--- src/rtl/harrs_pkg.sv ---
package harrs_pkg;

   typedef enum logic [1:0] {
      ST_OK           = 2'd0,
      ST_NO_ENDPOINTS = 2'd1,
      ST_ALL_DOWN     = 2'd2,
      ST_BAD_ENDPOINT = 2'd3
   } status_type;

   typedef enum logic [1:0] {
      CSR_NUM_ENDPOINTS = 2'd0,
      CSR_PATH_COUNTS   = 2'd1,
      CSR_FAIL_TIMEOUT  = 2'd2,
      CSR_HINT_ENABLE   = 2'd3
   } csr_index_type;

   localparam logic [31:0] FAIL_TIMEOUT_RESET = 32'd30;
   localparam int          NIBBLE_SLOTS       = 8;

   typedef struct packed {
      logic        action;
      logic [31:0] now;
      logic [2:0]  fail_endpoint;
      logic        fail_path_known;
      logic [2:0]  fail_path;
   } req_type;

   typedef struct packed {
      status_type  status;
      logic [2:0]  chosen_endpoint;
      logic        hint_valid;
      logic [2:0]  chosen_path;
   } rsp_type;

   typedef enum logic [3:0] {
      S_IDLE,
      S_DISPATCH,
      S_FAIL_WR,
      S_EP_STEP,
      S_PATH_CMP,
      S_HINT_CHECK,
      S_HINT_STEP,
      S_HINT_CMP,
      S_FINISH
   } ctrl_state_type;

   typedef struct packed {
      logic       load_req;
      logic       fail_mark;
      logic       fail_write;
      logic       set_status;
      status_type status;
      logic       ep_start;
      logic       ep_step;
      logic       path_next;
      logic       pick_chosen;
      logic       hint_probe;
      logic       hint_clear;
      logic       rsp_load;
   } cmd_type;

   typedef struct packed {
      logic is_fail;
      logic no_ep;
      logic fail_bad;
      logic fail_single;
      logic fail_empty;
      logic quick_ok;
      logic rd_expired;
      logic path_last;
      logic tries_done;
      logic hint_on;
      logic hint_hit;
      logic hint_done;
      logic rsp_busy;
   } sts_type;

endpackage

--- src/rtl/harrs_ram.sv ---
module harrs_ram #(
   parameter int WIDTH = 32,
   parameter int DEPTH = 64
) (
   input  logic                             clock,
   input  logic                             we,
   input  logic [$clog2(DEPTH)-1:0]         waddr,
   input  logic [WIDTH-1:0]                 wdata,
   input  logic [$clog2(DEPTH)-1:0]         raddr,
   output logic [WIDTH-1:0]                 rdata
);

   logic [WIDTH-1:0] mem_ff [DEPTH];
   logic [WIDTH-1:0] rdata_ff;

   always_ff @(posedge clock) begin
      if (we) begin
         mem_ff[waddr] <= wdata;
      end
      rdata_ff <= mem_ff[raddr];
   end

   assign rdata = rdata_ff;

endmodule

--- src/rtl/harrs_ctrl.sv ---
module harrs_ctrl (
   input  logic                clock,
   input  logic                reset,
   input  logic                req_valid,
   output logic                req_ready,
   input  harrs_pkg::sts_type  sts,
   output harrs_pkg::cmd_type  cmd
);

   harrs_pkg::ctrl_state_type state_ff, state_in;

   always_ff @(posedge clock) begin
      if (reset) begin
         state_ff <= harrs_pkg::S_IDLE;
      end else begin
         state_ff <= state_in;
      end
   end

   assign req_ready = (state_ff == harrs_pkg::S_IDLE);

   always_comb begin
      state_in = state_ff;
      cmd      = '0;
      case (state_ff)
         harrs_pkg::S_IDLE: begin
            if (req_valid) begin
               cmd.load_req = 1'b1;
               state_in     = harrs_pkg::S_DISPATCH;
            end
         end
         harrs_pkg::S_DISPATCH: begin
            if (sts.is_fail) begin
               if (sts.fail_bad) begin
                  cmd.set_status = 1'b1;
                  cmd.status     = harrs_pkg::ST_BAD_ENDPOINT;
                  state_in       = harrs_pkg::S_FINISH;
               end else begin
                  cmd.fail_mark = 1'b1;
                  // endpoint without sub-paths: stamp only, nothing to write
                  if (!sts.fail_single && sts.fail_empty) begin
                     state_in = harrs_pkg::S_FINISH;
                  end else begin
                     state_in = harrs_pkg::S_FAIL_WR;
                  end
               end
            end else if (sts.no_ep) begin
               cmd.set_status = 1'b1;
               cmd.status     = harrs_pkg::ST_NO_ENDPOINTS;
               state_in       = harrs_pkg::S_FINISH;
            end else begin
               cmd.ep_start = 1'b1;
               state_in     = harrs_pkg::S_EP_STEP;
            end
         end
         harrs_pkg::S_FAIL_WR: begin
            cmd.fail_write = 1'b1;
            if (sts.fail_single || sts.path_last) begin
               state_in = harrs_pkg::S_FINISH;
            end
         end
         harrs_pkg::S_EP_STEP: begin
            cmd.ep_step = 1'b1;
            if (sts.quick_ok) begin
               state_in = harrs_pkg::S_HINT_CHECK;
            end else begin
               state_in = harrs_pkg::S_PATH_CMP;
            end
         end
         harrs_pkg::S_PATH_CMP: begin
            if (sts.rd_expired) begin
               state_in = harrs_pkg::S_HINT_CHECK;
            end else if (sts.path_last) begin
               if (sts.tries_done) begin
                  cmd.set_status = 1'b1;
                  cmd.status     = harrs_pkg::ST_ALL_DOWN;
                  state_in       = harrs_pkg::S_FINISH;
               end else begin
                  state_in = harrs_pkg::S_EP_STEP;
               end
            end else begin
               cmd.path_next = 1'b1;
            end
         end
         harrs_pkg::S_HINT_CHECK: begin
            cmd.pick_chosen = 1'b1;
            if (sts.hint_on) begin
               state_in = harrs_pkg::S_HINT_STEP;
            end else begin
               state_in = harrs_pkg::S_FINISH;
            end
         end
         harrs_pkg::S_HINT_STEP: begin
            cmd.hint_probe = 1'b1;
            if (sts.hint_hit) begin
               state_in = harrs_pkg::S_FINISH;
            end else begin
               state_in = harrs_pkg::S_HINT_CMP;
            end
         end
         harrs_pkg::S_HINT_CMP: begin
            if (sts.rd_expired) begin
               cmd.hint_clear = 1'b1;
               state_in       = harrs_pkg::S_FINISH;
            end else if (sts.hint_done) begin
               state_in = harrs_pkg::S_FINISH;
            end else begin
               // probe the next sub-path while the last read is retired
               cmd.hint_probe = 1'b1;
               if (sts.hint_hit) begin
                  state_in = harrs_pkg::S_FINISH;
               end
            end
         end
         harrs_pkg::S_FINISH: begin
            if (!sts.rsp_busy) begin
               cmd.rsp_load = 1'b1;
               state_in     = harrs_pkg::S_IDLE;
            end
         end
         default: begin
            state_in = harrs_pkg::S_IDLE;
         end
      endcase
   end

   a_finish_leaves: assert property (@(posedge clock) disable iff (reset)
      state_ff == harrs_pkg::S_FINISH && !sts.rsp_busy |=> state_ff == harrs_pkg::S_IDLE)
      else $error("finish state did not retire with a free output register");

   a_probe_state: assert property (@(posedge clock) disable iff (reset)
      cmd.hint_probe |-> state_ff == harrs_pkg::S_HINT_STEP ||
                         state_ff == harrs_pkg::S_HINT_CMP)
      else $error("sub-path probe issued outside the hint phase");

endmodule

--- src/rtl/harrs_dpath.sv ---
module harrs_dpath #(
   parameter int MAX_ENDPOINTS = 8,
   parameter int MAX_PATHS     = 8,
   parameter int TIME_BITS     = 32
) (
   input  logic                     clock,
   input  logic                     reset,
   input  harrs_pkg::req_type       req_data,
   input  logic                     csr_valid,
   output logic                     csr_ready,
   input  harrs_pkg::csr_index_type csr_index,
   input  logic [31:0]              csr_wdata,
   output logic                     rsp_valid,
   input  logic                     rsp_ready,
   output harrs_pkg::rsp_type       rsp_data,
   input  harrs_pkg::cmd_type       cmd,
   output harrs_pkg::sts_type       sts
);

   localparam int EW    = (MAX_ENDPOINTS > 1) ? $clog2(MAX_ENDPOINTS) : 1;
   localparam int PW    = (MAX_PATHS > 1) ? $clog2(MAX_PATHS) : 1;
   localparam int NW    = $clog2(MAX_ENDPOINTS + 1);
   localparam int CW    = $clog2(MAX_PATHS + 1);
   localparam int AW    = EW + PW;
   localparam int DEPTH = 2 ** AW;
   localparam int CMPW  = (TIME_BITS > 32) ? TIME_BITS : 32;

   // sub-path count of one endpoint, saturated; endpoints past the nibbles have none
   function automatic logic [CW-1:0] paths_of(input logic [EW-1:0] e,
                                              input logic [31:0] pc);
      logic [3:0] nib;
      nib = '0;
      for (int k = 0; k < harrs_pkg::NIBBLE_SLOTS; k++) begin
         if (k < MAX_ENDPOINTS && 32'(e) == k) begin
            nib = pc[4*k +: 4];
         end
      end
      if (32'(nib) > MAX_PATHS) begin
         return CW'(MAX_PATHS);
      end
      return CW'(nib);
   endfunction

   function automatic logic [MAX_PATHS-1:0] path_mask(input logic [CW-1:0] c);
      logic [MAX_PATHS-1:0] m;
      for (int p = 0; p < MAX_PATHS; p++) begin
         m[p] = (32'(c) > p);
      end
      return m;
   endfunction

   // age wraps modulo the stamp width
   function automatic logic expired(input logic [TIME_BITS-1:0] stamp,
                                    input logic [TIME_BITS-1:0] now_t,
                                    input logic [31:0] tmo);
      logic [TIME_BITS-1:0] age;
      age = now_t - stamp;
      return CMPW'(age) >= CMPW'(tmo);
   endfunction

   logic [3:0]            num_ep_ff, num_ep_in;
   logic [31:0]           path_counts_ff, path_counts_in;
   logic [31:0]           fail_timeout_ff, fail_timeout_in;
   logic                  hint_en_ff, hint_en_in;

   harrs_pkg::req_type    req_ff, req_in;
   logic [EW-1:0]         ep_ptr_ff, ep_ptr_in;
   logic [EW-1:0]         cur_ep_ff, cur_ep_in;
   logic [PW-1:0]         path_ptr_ff [MAX_ENDPOINTS];
   logic [PW-1:0]         path_ptr_in [MAX_ENDPOINTS];
   logic [MAX_ENDPOINTS-1:0] ep_failed_ff, ep_failed_in;
   logic [TIME_BITS-1:0]  ep_time_ff [MAX_ENDPOINTS];
   logic [TIME_BITS-1:0]  ep_time_in [MAX_ENDPOINTS];
   logic [MAX_PATHS-1:0]  path_failed_ff [MAX_ENDPOINTS];
   logic [MAX_PATHS-1:0]  path_failed_in [MAX_ENDPOINTS];
   logic [PW-1:0]         idx_ff, idx_in;
   logic [NW-1:0]         cnt_ff, cnt_in;
   logic [CW-1:0]         hcnt_ff, hcnt_in;
   harrs_pkg::rsp_type    res_ff, res_in;
   harrs_pkg::rsp_type    rsp_ff, rsp_in;
   logic                  rsp_valid_ff, rsp_valid_in;

   logic [TIME_BITS-1:0]  now_t;
   logic [NW-1:0]         n;
   logic [EW-1:0]         nx;
   logic [EW-1:0]         fe_e;
   logic [PW-1:0]         fp_p;
   logic [CW-1:0]         c_nx;
   logic [CW-1:0]         c_cur;
   logic [CW-1:0]         c_fe;
   logic [PW-1:0]         pp_cur;
   logic [PW-1:0]         hidx;
   logic [PW-1:0]         hnext;
   logic [PW-1:0]         idx_inc;
   logic                  hfail;
   logic                  ram_we;
   logic [AW-1:0]         ram_waddr;
   logic [AW-1:0]         ram_raddr;
   logic [TIME_BITS-1:0]  ram_rdata;

   harrs_ram #(
      .WIDTH (TIME_BITS),
      .DEPTH (DEPTH)
   ) u_stamp_ram (
      .clock (clock),
      .we    (ram_we),
      .waddr (ram_waddr),
      .wdata (now_t),
      .raddr (ram_raddr),
      .rdata (ram_rdata)
   );

   assign now_t   = TIME_BITS'(req_ff.now);
   assign n       = (32'(num_ep_ff) > MAX_ENDPOINTS) ? NW'(MAX_ENDPOINTS) : NW'(num_ep_ff);
   assign nx      = (32'(ep_ptr_ff) + 32'd1 >= 32'(n)) ? '0 : EW'(32'(ep_ptr_ff) + 32'd1);
   assign fe_e    = EW'(req_ff.fail_endpoint);
   assign fp_p    = PW'(req_ff.fail_path);
   assign c_nx    = paths_of(nx, path_counts_ff);
   assign c_cur   = paths_of(cur_ep_ff, path_counts_ff);
   assign c_fe    = paths_of(fe_e, path_counts_ff);
   assign idx_inc = PW'(32'(idx_ff) + 32'd1);

   // hint rotation: stale pointer wraps to zero
   assign pp_cur = path_ptr_ff[cur_ep_ff];
   assign hidx   = (32'(pp_cur) >= 32'(c_cur)) ? '0 : pp_cur;
   assign hnext  = (32'(hidx) + 32'd1 >= 32'(c_cur)) ? '0 : PW'(32'(hidx) + 32'd1);
   assign hfail  = path_failed_ff[cur_ep_ff][hidx];

   assign ram_we    = cmd.fail_write;
   assign ram_waddr = {cur_ep_ff, idx_ff};

   always_comb begin
      if (cmd.ep_step) begin
         ram_raddr = {nx, PW'(0)};
      end else if (cmd.path_next) begin
         ram_raddr = {cur_ep_ff, idx_inc};
      end else if (cmd.hint_probe) begin
         ram_raddr = {cur_ep_ff, hidx};
      end else begin
         ram_raddr = {cur_ep_ff, idx_ff};
      end
   end

   always_comb begin
      sts.is_fail     = req_ff.action;
      sts.no_ep       = (n == '0);
      sts.fail_bad    = (32'(req_ff.fail_endpoint) >= 32'(n));
      sts.fail_single = req_ff.fail_path_known && (32'(req_ff.fail_path) < 32'(c_fe));
      sts.fail_empty  = (c_fe == '0);
      sts.quick_ok    = (c_nx == '0) || !ep_failed_ff[nx] ||
                        expired(ep_time_ff[nx], now_t, fail_timeout_ff) ||
                        (|(~path_failed_ff[nx] & path_mask(c_nx)));
      sts.rd_expired  = expired(ram_rdata, now_t, fail_timeout_ff);
      sts.path_last   = (32'(idx_ff) + 32'd1 >= 32'(c_cur));
      sts.tries_done  = (cnt_ff == n);
      sts.hint_on     = hint_en_ff && (c_cur != '0);
      sts.hint_hit    = !hfail;
      sts.hint_done   = (hcnt_ff == c_cur);
      sts.rsp_busy    = rsp_valid_ff && !rsp_ready;
   end

   always_comb begin
      num_ep_in       = num_ep_ff;
      path_counts_in  = path_counts_ff;
      fail_timeout_in = fail_timeout_ff;
      hint_en_in      = hint_en_ff;
      req_in          = req_ff;
      ep_ptr_in       = ep_ptr_ff;
      cur_ep_in       = cur_ep_ff;
      path_ptr_in     = path_ptr_ff;
      ep_failed_in    = ep_failed_ff;
      ep_time_in      = ep_time_ff;
      path_failed_in  = path_failed_ff;
      idx_in          = idx_ff;
      cnt_in          = cnt_ff;
      hcnt_in         = hcnt_ff;
      res_in          = res_ff;
      rsp_in          = rsp_ff;
      rsp_valid_in    = rsp_valid_ff;

      if (csr_valid) begin
         case (csr_index)
            harrs_pkg::CSR_NUM_ENDPOINTS: num_ep_in       = csr_wdata[3:0];
            harrs_pkg::CSR_PATH_COUNTS:   path_counts_in  = csr_wdata;
            harrs_pkg::CSR_FAIL_TIMEOUT:  fail_timeout_in = csr_wdata;
            harrs_pkg::CSR_HINT_ENABLE:   hint_en_in      = csr_wdata[0];
            default: begin
            end
         endcase
      end

      if (cmd.load_req) begin
         req_in = req_data;
         res_in = '{status: harrs_pkg::ST_OK, chosen_endpoint: 3'd0,
                    hint_valid: 1'b0, chosen_path: 3'd0};
      end

      if (cmd.set_status) begin
         res_in.status = cmd.status;
      end

      if (cmd.fail_mark) begin
         ep_failed_in[fe_e] = 1'b1;
         ep_time_in[fe_e]   = now_t;
         cur_ep_in          = fe_e;
         if (sts.fail_single) begin
            path_failed_in[fe_e][fp_p] = 1'b1;
            idx_in                     = fp_p;
         end else begin
            path_failed_in[fe_e] = path_failed_ff[fe_e] | path_mask(c_fe);
            idx_in               = '0;
         end
      end

      if (cmd.fail_write || cmd.path_next) begin
         idx_in = idx_inc;
      end

      if (cmd.ep_start) begin
         cnt_in = '0;
      end

      if (cmd.ep_step) begin
         ep_ptr_in = nx;
         cur_ep_in = nx;
         cnt_in    = NW'(32'(cnt_ff) + 32'd1);
         idx_in    = '0;
      end

      if (cmd.pick_chosen) begin
         res_in.chosen_endpoint = 3'(cur_ep_ff);
         hcnt_in                = '0;
      end

      if (cmd.hint_probe) begin
         path_ptr_in[cur_ep_ff] = hnext;
         idx_in                 = hidx;
         hcnt_in                = CW'(32'(hcnt_ff) + 32'd1);
         if (!hfail) begin
            res_in.hint_valid  = 1'b1;
            res_in.chosen_path = 3'(hidx);
         end
      end

      if (cmd.hint_clear) begin
         path_failed_in[cur_ep_ff][idx_ff] = 1'b0;
         res_in.hint_valid                 = 1'b1;
         res_in.chosen_path                = 3'(idx_ff);
      end

      if (rsp_valid_ff && rsp_ready) begin
         rsp_valid_in = 1'b0;
      end
      if (cmd.rsp_load) begin
         rsp_in       = res_ff;
         rsp_valid_in = 1'b1;
      end
   end

   always_ff @(posedge clock) begin
      if (reset) begin
         num_ep_ff       <= '0;
         path_counts_ff  <= '0;
         fail_timeout_ff <= harrs_pkg::FAIL_TIMEOUT_RESET;
         hint_en_ff      <= 1'b0;
         ep_ptr_ff       <= '0;
         ep_failed_ff    <= '0;
         rsp_valid_ff    <= 1'b0;
         for (int e = 0; e < MAX_ENDPOINTS; e++) begin
            path_ptr_ff[e]    <= '0;
            path_failed_ff[e] <= '0;
         end
      end else begin
         num_ep_ff       <= num_ep_in;
         path_counts_ff  <= path_counts_in;
         fail_timeout_ff <= fail_timeout_in;
         hint_en_ff      <= hint_en_in;
         ep_ptr_ff       <= ep_ptr_in;
         ep_failed_ff    <= ep_failed_in;
         rsp_valid_ff    <= rsp_valid_in;
         path_ptr_ff     <= path_ptr_in;
         path_failed_ff  <= path_failed_in;
      end
   end

   // stamps are read only behind a set failure mark
   always_ff @(posedge clock) begin
      req_ff     <= req_in;
      cur_ep_ff  <= cur_ep_in;
      ep_time_ff <= ep_time_in;
      idx_ff     <= idx_in;
      cnt_ff     <= cnt_in;
      hcnt_ff    <= hcnt_in;
      res_ff     <= res_in;
      rsp_ff     <= rsp_in;
   end

   assign csr_ready = 1'b1;
   assign rsp_valid = rsp_valid_ff;
   assign rsp_data  = rsp_ff;

   a_hint_only_ok: assert property (@(posedge clock) disable iff (reset)
      rsp_valid_ff && rsp_ff.hint_valid |-> rsp_ff.status == harrs_pkg::ST_OK)
      else $error("sub-path hint given with a failing status");

   a_error_fields_zero: assert property (@(posedge clock) disable iff (reset)
      rsp_valid_ff && rsp_ff.status != harrs_pkg::ST_OK |->
         rsp_ff.chosen_endpoint == 3'd0 && !rsp_ff.hint_valid && rsp_ff.chosen_path == 3'd0)
      else $error("error response carries selection fields");

   a_no_overwrite: assert property (@(posedge clock) disable iff (reset)
      cmd.rsp_load |-> !(rsp_valid_ff && !rsp_ready))
      else $error("pending transaction overwritten in output register");

   a_clear_marked: assert property (@(posedge clock) disable iff (reset)
      cmd.hint_clear |-> path_failed_ff[cur_ep_ff][idx_ff])
      else $error("expiry cleared a sub-path that was not marked failed");

endmodule

--- src/rtl/health_aware_round_robin_selector.sv ---
// Two-level round-robin path selector with expiring failure marks. One request
// is worked at a time; a finished response waits in an output register, so the
// next request is taken while it is still pending. A pick steps through the
// endpoints in turn, reads the sub-path stamps of an endpoint whose every
// sub-path is marked failed, and then tries sub-paths for the hint, aging the
// mark of the last one tried when it is marked failed. A failure report stamps
// each sub-path that it marks. A response held by the receiver stalls the next
// finished pick. The sub-path timestamps sit in a RAM with one write port and
// one registered read port, one stamp per cycle.
// Configuration writes are always taken and must be made only while the block
// is idle.
module health_aware_round_robin_selector #(
   parameter int MAX_ENDPOINTS = 8,
   parameter int MAX_PATHS     = 8,
   parameter int TIME_BITS     = 32
) (
   input  logic                     clock,
   input  logic                     reset,
   input  logic                     req_valid,
   output logic                     req_ready,
   input  harrs_pkg::req_type       req_data,
   output logic                     rsp_valid,
   input  logic                     rsp_ready,
   output harrs_pkg::rsp_type       rsp_data,
   input  logic                     csr_valid,
   output logic                     csr_ready,
   input  harrs_pkg::csr_index_type csr_index,
   input  logic [31:0]              csr_wdata
);

   harrs_pkg::cmd_type cmd;
   harrs_pkg::sts_type sts;

   harrs_ctrl u_ctrl (
      .clock     (clock),
      .reset     (reset),
      .req_valid (req_valid),
      .req_ready (req_ready),
      .sts       (sts),
      .cmd       (cmd)
   );

   harrs_dpath #(
      .MAX_ENDPOINTS (MAX_ENDPOINTS),
      .MAX_PATHS     (MAX_PATHS),
      .TIME_BITS     (TIME_BITS)
   ) u_dpath (
      .clock     (clock),
      .reset     (reset),
      .req_data  (req_data),
      .csr_valid (csr_valid),
      .csr_ready (csr_ready),
      .csr_index (csr_index),
      .csr_wdata (csr_wdata),
      .rsp_valid (rsp_valid),
      .rsp_ready (rsp_ready),
      .rsp_data  (rsp_data),
      .cmd       (cmd),
      .sts       (sts)
   );

endmodule
--- config.mk ---
export PLATFORM = sky130hd
export DESIGN_NAME = health_aware_round_robin_selector
export DESIGN_NICKNAME = d
export VERILOG_FILES = /design/src/rtl/harrs_pkg.sv /design/src/rtl/harrs_ram.sv /design/src/rtl/harrs_ctrl.sv /design/src/rtl/harrs_dpath.sv /design/src/rtl/health_aware_round_robin_selector.sv
export SDC_FILE = /design/constraint.sdc
export NUM_CORES = 2
export LEC_CHECK = 0
export ABC_AREA = 1
export BUFFER_PORTS_ARGS = -buffer_cell sky130_fd_sc_hd__clkbuf_2
export CORE_UTILIZATION = 45
export DETAILED_ROUTE_END_ITERATION = 6
export GPL_TIMING_DRIVEN = 1
export MAX_ROUTING_LAYER = met4
export PLACE_DENSITY_LB_ADDON = 0.3
export SLEW_MARGIN = 30
export SYNTH_ARGS = -nofsm -noshare
export SYNTH_HDL_FRONTEND = slang
export SYNTH_HIERARCHICAL = 1
export SYNTH_SLANG_ARGS = --single-unit
--- constraint.sdc ---
create_clock -name clock -period 7 [get_ports clock]
set_clock_uncertainty 0.1 [all_clocks]
set_input_delay 0.35 -clock clock [delete_from_list [all_inputs] [get_ports clock]]
set_output_delay 0.35 -clock clock [all_outputs]
set_load 0.1 [all_outputs]
# Word level (Yosys, flattened, before mapping)
# Memories as Yosys holds them, arrays and structs flattened. A register that Yosys moved wholly into a read port is not among the register bits.
# Index checks and enable logic that the tools add are counted.
[classes] n_reduce_logical=40 bitwise_logic=10 muxes=147 n_addsub=7 magnitude_cmp=41 n_eq_ne=39
[ops] operator="256-bit bitwise mux" n=1
[ops] operator="4-bit two-way mux" n=52
[ops] operator="64-bit two-way mux" n=3
[ops] operator="32-bit binary-select mux with 3-bit select" n=1
[ops] operator="32-bit demux with 3-bit select" n=1
[ops] operator="32-bit by 4-bit >= comparator with 1-bit output" n=3
[ops] operator="32-bit two-way mux" n=3
[ops] operator="8-bit binary-select mux with 3-bit select" n=3
[ops] operator="8-bit demux with 3-bit select" n=3
[ops] operator="8-bit two-way mux" n=9
[ops] operator="3-bit two-way mux" n=23
[ops] operator="64-bit bitwise AND" n=1
[ops] operator="64-bit bitwise mux" n=1
[ops] operator="32-bit >= comparator" n=2
[ops] operator="64-bit NOT" n=1
[ops] operator="64-bit bitwise OR" n=1
[ops] operator="32-bit subtractor" n=2
[ops] operator="3-bit equality test (second input constant)" n=12
[ops] operator="4-bit one-hot mux with 9 select lines" n=1
[ops] operator="1-bit two-way mux" n=33
[ops] operator="4-bit by 3-bit > comparator with 1-bit output (second input constant)" n=8
[ops] operator="24-bit bitwise mux" n=1
[ops] operator="3-bit by 4-bit < comparator with 1-bit output (second input constant)" n=5
[ops] operator="3-bit by 2-bit equality test with 1-bit output (second input constant)" n=6
[ops] operator="46 further kinds" n=108
[totals] register_bits=501 ram_bits=2048 elab_cells=334 inputBits=79 out_inout_bits=12 n_memories=1
[mem_list] memory="u_dpath.u_stamp_ram.mem_ff" depth=64 width=32 read_ports=1 rd_clocked_by_memory_dff=1 write_ports=1 line="harrs_ram.sv:13" rtl="logic [WIDTH-1:0] mem_ff [DEPTH];"

# Depth between registers and ports, before layout
[logic_depth] ltp_word=22 depth_mapped=48 ltp_nobuf=46

# Modules after synthesis
# Netlist, hierarchy kept.
[by_module_without_submodules] module="harrs_ram" area_each_um2=82729.3 n_inst=1 cells_each=6780 seq_area_each_um2=62139.6
[by_module_without_submodules] module="harrs_dpath" area_each_um2=27885.5 n_inst=1 cells_each=3284 seq_area_each_um2=13192.7
[by_module_without_submodules] module="harrs_ctrl" area_each_um2=574.3 n_inst=1 cells_each=109 seq_area_each_um2=80.1

# Least setup slack after synthesis
# Ideal clock, no wire load.
[synth_path] path_type="reg-to-reg" from="reg u_dpath.req_ff, in the netlist u_dpath/now_t[0]" to="reg u_dpath.u_stamp_ram.rdata_ff[20], in the netlist u_dpath/u_stamp_ram/rdata[20] (read register of u_dpath.u_stamp_ram.mem_ff)" arrival_ps=6379 slack_ps=407 period_less_slack_ps=6593 required_ps=6786 stages_incl_launch_ff=40 setup_ps=114 path_buffers=4 cell_sequence="edfxtp_1 -> inv_1 -> ha_1 -> inv_1 -> fa_1 -> nand3_1 -> nand2_1 -> a21oi_1 -> o21ai_0 -> a21oi_1 -> o21ai_0 -> nand2_1 -> o21ai_0 -> nand2_1 -> nand2_1 -> xor2_1 -> ha_1 -> nand2_1 -> [... 4 more ...] -> inv_1 -> nand3_1 -> nand2_1 -> clkinv_1 -> clkbuf_1 -> nor2_1 -> inv_1 -> a221oi_1 -> buf_2 -> buf_2 -> clkbuf_1 -> nand3_1 -> nand3_1 -> nand3_1 -> nand3_1 -> nand2_1 -> nand2_1 -> nand2_1"
[synth_rtl] element="start: declaration" line="harrs_dpath.sv:66" rtl="harrs_pkg::req_type req_ff, req_in;"
[synth_rtl] element="start signal: assignment" line="harrs_dpath.sv:288" rtl="req_ff <= req_in;"
[synth_rtl] element="end: declaration" line="harrs_ram.sv:14" rtl="logic [WIDTH-1:0] rdata_ff;"

==> results.py <==
metrics = {
    "run_status": {
        "status": "finished, final reports clean",
    },
    "sta": {
        "max_freq_mhz": 148,
        "setup-violations-final": 0,
        "min_period_over_period_pct": 96.7,
        "slew_viol_final": 0,
        "worst_pin_slew_ns": 1.16,
        "fin_crit_ns": 6.77,
        "tns_ns": 0,
        "slew_headroom_pct": 22.3,
        "hold_viol": 0,
    },
    "drt": {
        "via_count": 85200,
        "dr.pass1.iters": 7,
        "drt_iter0_drc": 13800,
        "ant_nets": 0,
        "vias_per_cell": 6.01,
        "routed_wl_mm": 375,
        "avgRoutedWirePerCell_um": 26.5,
        "drc": 0,
    },
    "final_layout": {
        "design_area_mm2": 0.131,
        "final_nets": 11000,
        "final_util_pct": 53.3,
        "area_delta_synth_final_pct": 17.7,
        "drive_gt1_share_pct": 13.0,
        "fillCellCount": 20500,
        "final_cell_mix": "2,885 x nand2_1, 2,372 x edfxtp_1, 2,054 x nand3_1",
        "final_common_cell": "nand2_1",
    },
    "setup_path": {
        "critPathArrivalTime_ns": 7.54,
        "r2r-start": "u_dpath/now_t[7]",
        "r2r_cells": 36,
        "worstPathMaxFanout": 30,
        "r2r_end": "u_dpath/u_stamp_ram/rdata[30]",
        "worstSetupEndpointType": "register",
        "cp-endpoint": "u_dpath/u_stamp_ram/rdata[30]",
        "cp_slowest_cell": "edfxtp_1",
        "critPathKind": "reg2reg",
        "crit_path_start_kind": "register",
        "rrSetupSlack_ns": 0.23,
        "cp_slowest_stage_delay_ns": 0.57,
        "cp-startpoint": "u_dpath/now_t[7]",
        "critical_path.most_common_cell": "buf_4",
        "required_ns": 7.77,
    },
    "cts": {
        "cts_sinks": 2581,
        "h-tree-depth": 5,
        "cts_tree": "built",
        "root_buffer": "clkbuf_16",
        "clk_latency_ns": 0.93,
        "cts_buffers": 281,
        "clk_pin_slew_worst_paths_ns": 0.06,
        "cts_max_path_buffers": 4,
    },
    "synth": {
        "ys_seq_area_share_pct": 67.8,
        "synthCells": 10200,
        "avgSynthCellArea_um2": 10.9,
        "synth_area_leaders": "edfxtp_1 64%, nand2_1 9.8%, nand3_1 9.4%",
        "synth_edf_count": 2372,
        "yosysTopAreaCell": "edfxtp_1",
        "synth_warnings": 6,
        "synth_seq_cells": 2581,
        "ys_types": 54,
        "synth-async-reset-ratio_pct": 0,
        "synthDominantCellAreaShare_pct": 64.1,
        "syn_area_mm2": 0.111,
        "syn_nets": 10400,
        "synth_flop_cell": "edfxtp_1",
    },
    "grt": {
        "grt_pass1_vias": 79000,
        "grt_pass1_wl_mm": 534,
        "grtUsageTotal_pct": 29.9,
        "grt_max_degree": 98,
        "antenna_found_initial": 24,
        "overflow": 0,
    },
    "die": {
        "die_w_um": 499,
        "start_util_pct": 45.3,
        "ios": 91,
        "rows": 182,
        "dieArea_mm2": 0.249,
        "core_area_mm2": 0.246,
        "die_h_um": 499,
    },
    "power_and_ir_drop": {
        "vdd.ir_drop.worst_mv": 0.316,
        "p_leak_nw": 47.8,
        "pwr_density_cell_mw_per_mm2": 318,
    },
    "placement": {
        "placed_area_mm2": 0.120,
        "gp_routability_congestion": 1.02,
        "dpl.hpwl_mm": 223,
        "io_buffers": 89,
    },
    "hold_path": {
        "hold_start": "req_data[6]",
        "hp-class": "in2reg",
    },
    "run": {
        "max_cap_violations": 0,
    },
}
==> Yosys cell counts, types with 8 or more instances <==
master	number
a21boi_0	8
nand4_1	119
nor3_1	42
o22ai_1	61
a22oi_1	75
nand2_2	14
xnor2_1	24
nor2_1	294
inv_1	307
clkbuf_1	196
o21ai_0	296
a21oi_1	378
nand2_1	2907
nor2_2	13
xor2_1	42
inv_2	13
nand3_1	2096
edfxtp_1	2372
o211ai_1	10
ha_1	151
mux2i_1	17
buf_1	65
a221oi_1	13
buf_4	38
o221ai_1	13
buf_6	14
buf_2	290
o21a_1	14
dfxtp_1	209
==> cell type report <==
class / count / area (µm²) / share of cell area (%)
Tap cell: 3220 / 4030 / 3.08
Antenna cell: 23 / 57.6 / 0.0440
Sequential cell: 2581 / 75400 / 57.6
Inverter: 326 / 1300 / 0.992
Multi-Input combinational cell: 6663 / 32900 / 25.1
Clock buffer: 375 / 7700 / 5.89
Clock inverter: 101 / 938 / 0.717
Timing Repair Buffer: 895 / 8560 / 6.54
Timing Repair inverter: 1 / 20.0 / 0.0153
==> registers in the layout, summed over array words and instances, names as in the netlist, 8 cells and up <==
| name | cells |
|---|---|
| u_dpath/ep_time_ff | 256 |
| u_dpath/u_stamp_ram/mem_ff | 2048 |
| u_dpath/rsp_data | 9 |
| u_dpath/now_t | 32 |
| u_dpath/path_failed_ff | 64 |
| u_dpath/path_ptr_ff | 24 |
| u_dpath/u_stamp_ram/rdata | 32 |
| u_dpath/ep_failed_ff | 8 |
| u_dpath/path_counts_ff | 32 |
| u_dpath/res_ff | 9 |
| u_dpath/fail_timeout_ff | 32 |
==> metal layers <==
layer | up-vias | track usage [%] | wire length [µm]
li1 | 37300 | - | -
met2 | 5544 | 43.6 | 166000
met5 | - | - | 0
met3 | 881 | 5.81 | 46300
met4 | 0 | 11.9 | 16000
met1 | 41500 | 41.0 | 147000
==> cell families (layout without fill, tap and decap cells) <==
| group | count (synthesis) | after routing | share of synthesized area (%) |
|---|---|---|---|
| flip-flops | 2581 | 2581 | 67.8 |
| other | 1 | 24 | 0.00337 |
| AO/OA/AOI/OAI | 915 | 915 | 4.63 |
| XOR/XNOR | 66 | 66 | 0.520 |
| adder cells (fa/ha/maj) | 153 | 153 | 1.74 |
| AND/OR/NAND/NOR | 5511 | 5511 | 21.5 |
| buffers and inverters | 929 | 1698 | 3.69 |
| multiplexers | 17 | 17 | 0.153 |
==> critical path, delay by kind of cell (launching register included) <==
kind,cells,cell delay [ns]
AO/OA/AOI/OAI,11,1.58
adder cells (fa/ha/maj),2,0.74
XOR/XNOR,1,0.28
flip-flops,1,0.57
AND/OR/NAND/NOR,12,1.43
buffers and inverters,10,1.87
==> timing repair <==
action	4_1_cts	5_1_grt
hold endpoints to repair	128	0
pin swaps	0	40
endpoints found under the setup margin	32	33
gates resized for setup	24	143
gates cloned	0	18
hold buffers	89	0
setup buffers	0	38
==> metrics by stage <==
stage | hold WS [ns] | instances | power, mW | worst slack [ns]
6_report | 0.0411 | 14200 | 41.7 | 0.230
2_1_floorplan | 0.300 | 10200 | 22.9 | 0.407
5_1_grt | 0.0196 | 14200 | 42.9 | -0.0572
3_5_place_dp | 0.306 | 13500 | 27.1 | -0.498
3_3_place_gp | 0.301 | 13500 | 26.9 | -0.408
4_1_cts | 0.000229 | 14100 | 41.2 | -0.000504
==> how the worst min path moves through the flow <==
| stage | to | slack, ns | cells past startpoint |
|---|---|---|---|
| after floorplan | u_dpath/rsp_data[4] | 0.30 | 0 |
| after global placement | u_dpath/rsp_data[7] | 0.30 | 0 |
| after detailed placement | u_dpath/rsp_data[7] | 0.31 | 0 |
| after CTS | u_dpath/fe_e[2] | 0.0002 | 2 |
| after global routing | u_dpath/fe_e[2] | 0.02 | 2 |
| final | u_dpath/fe_e[2] | 0.04 | 2 |
==> report_power, final <==
part / internal [mW] / leakage [nW] / switching (mW)
Sequential: 17.5 / 23.0 / 0.257
Clock: 8.35 / 4.22 / 5.88
Combinational: 3.15 / 20.6 / 6.51
No activity file was read; power rests on OpenSTA's default activity.
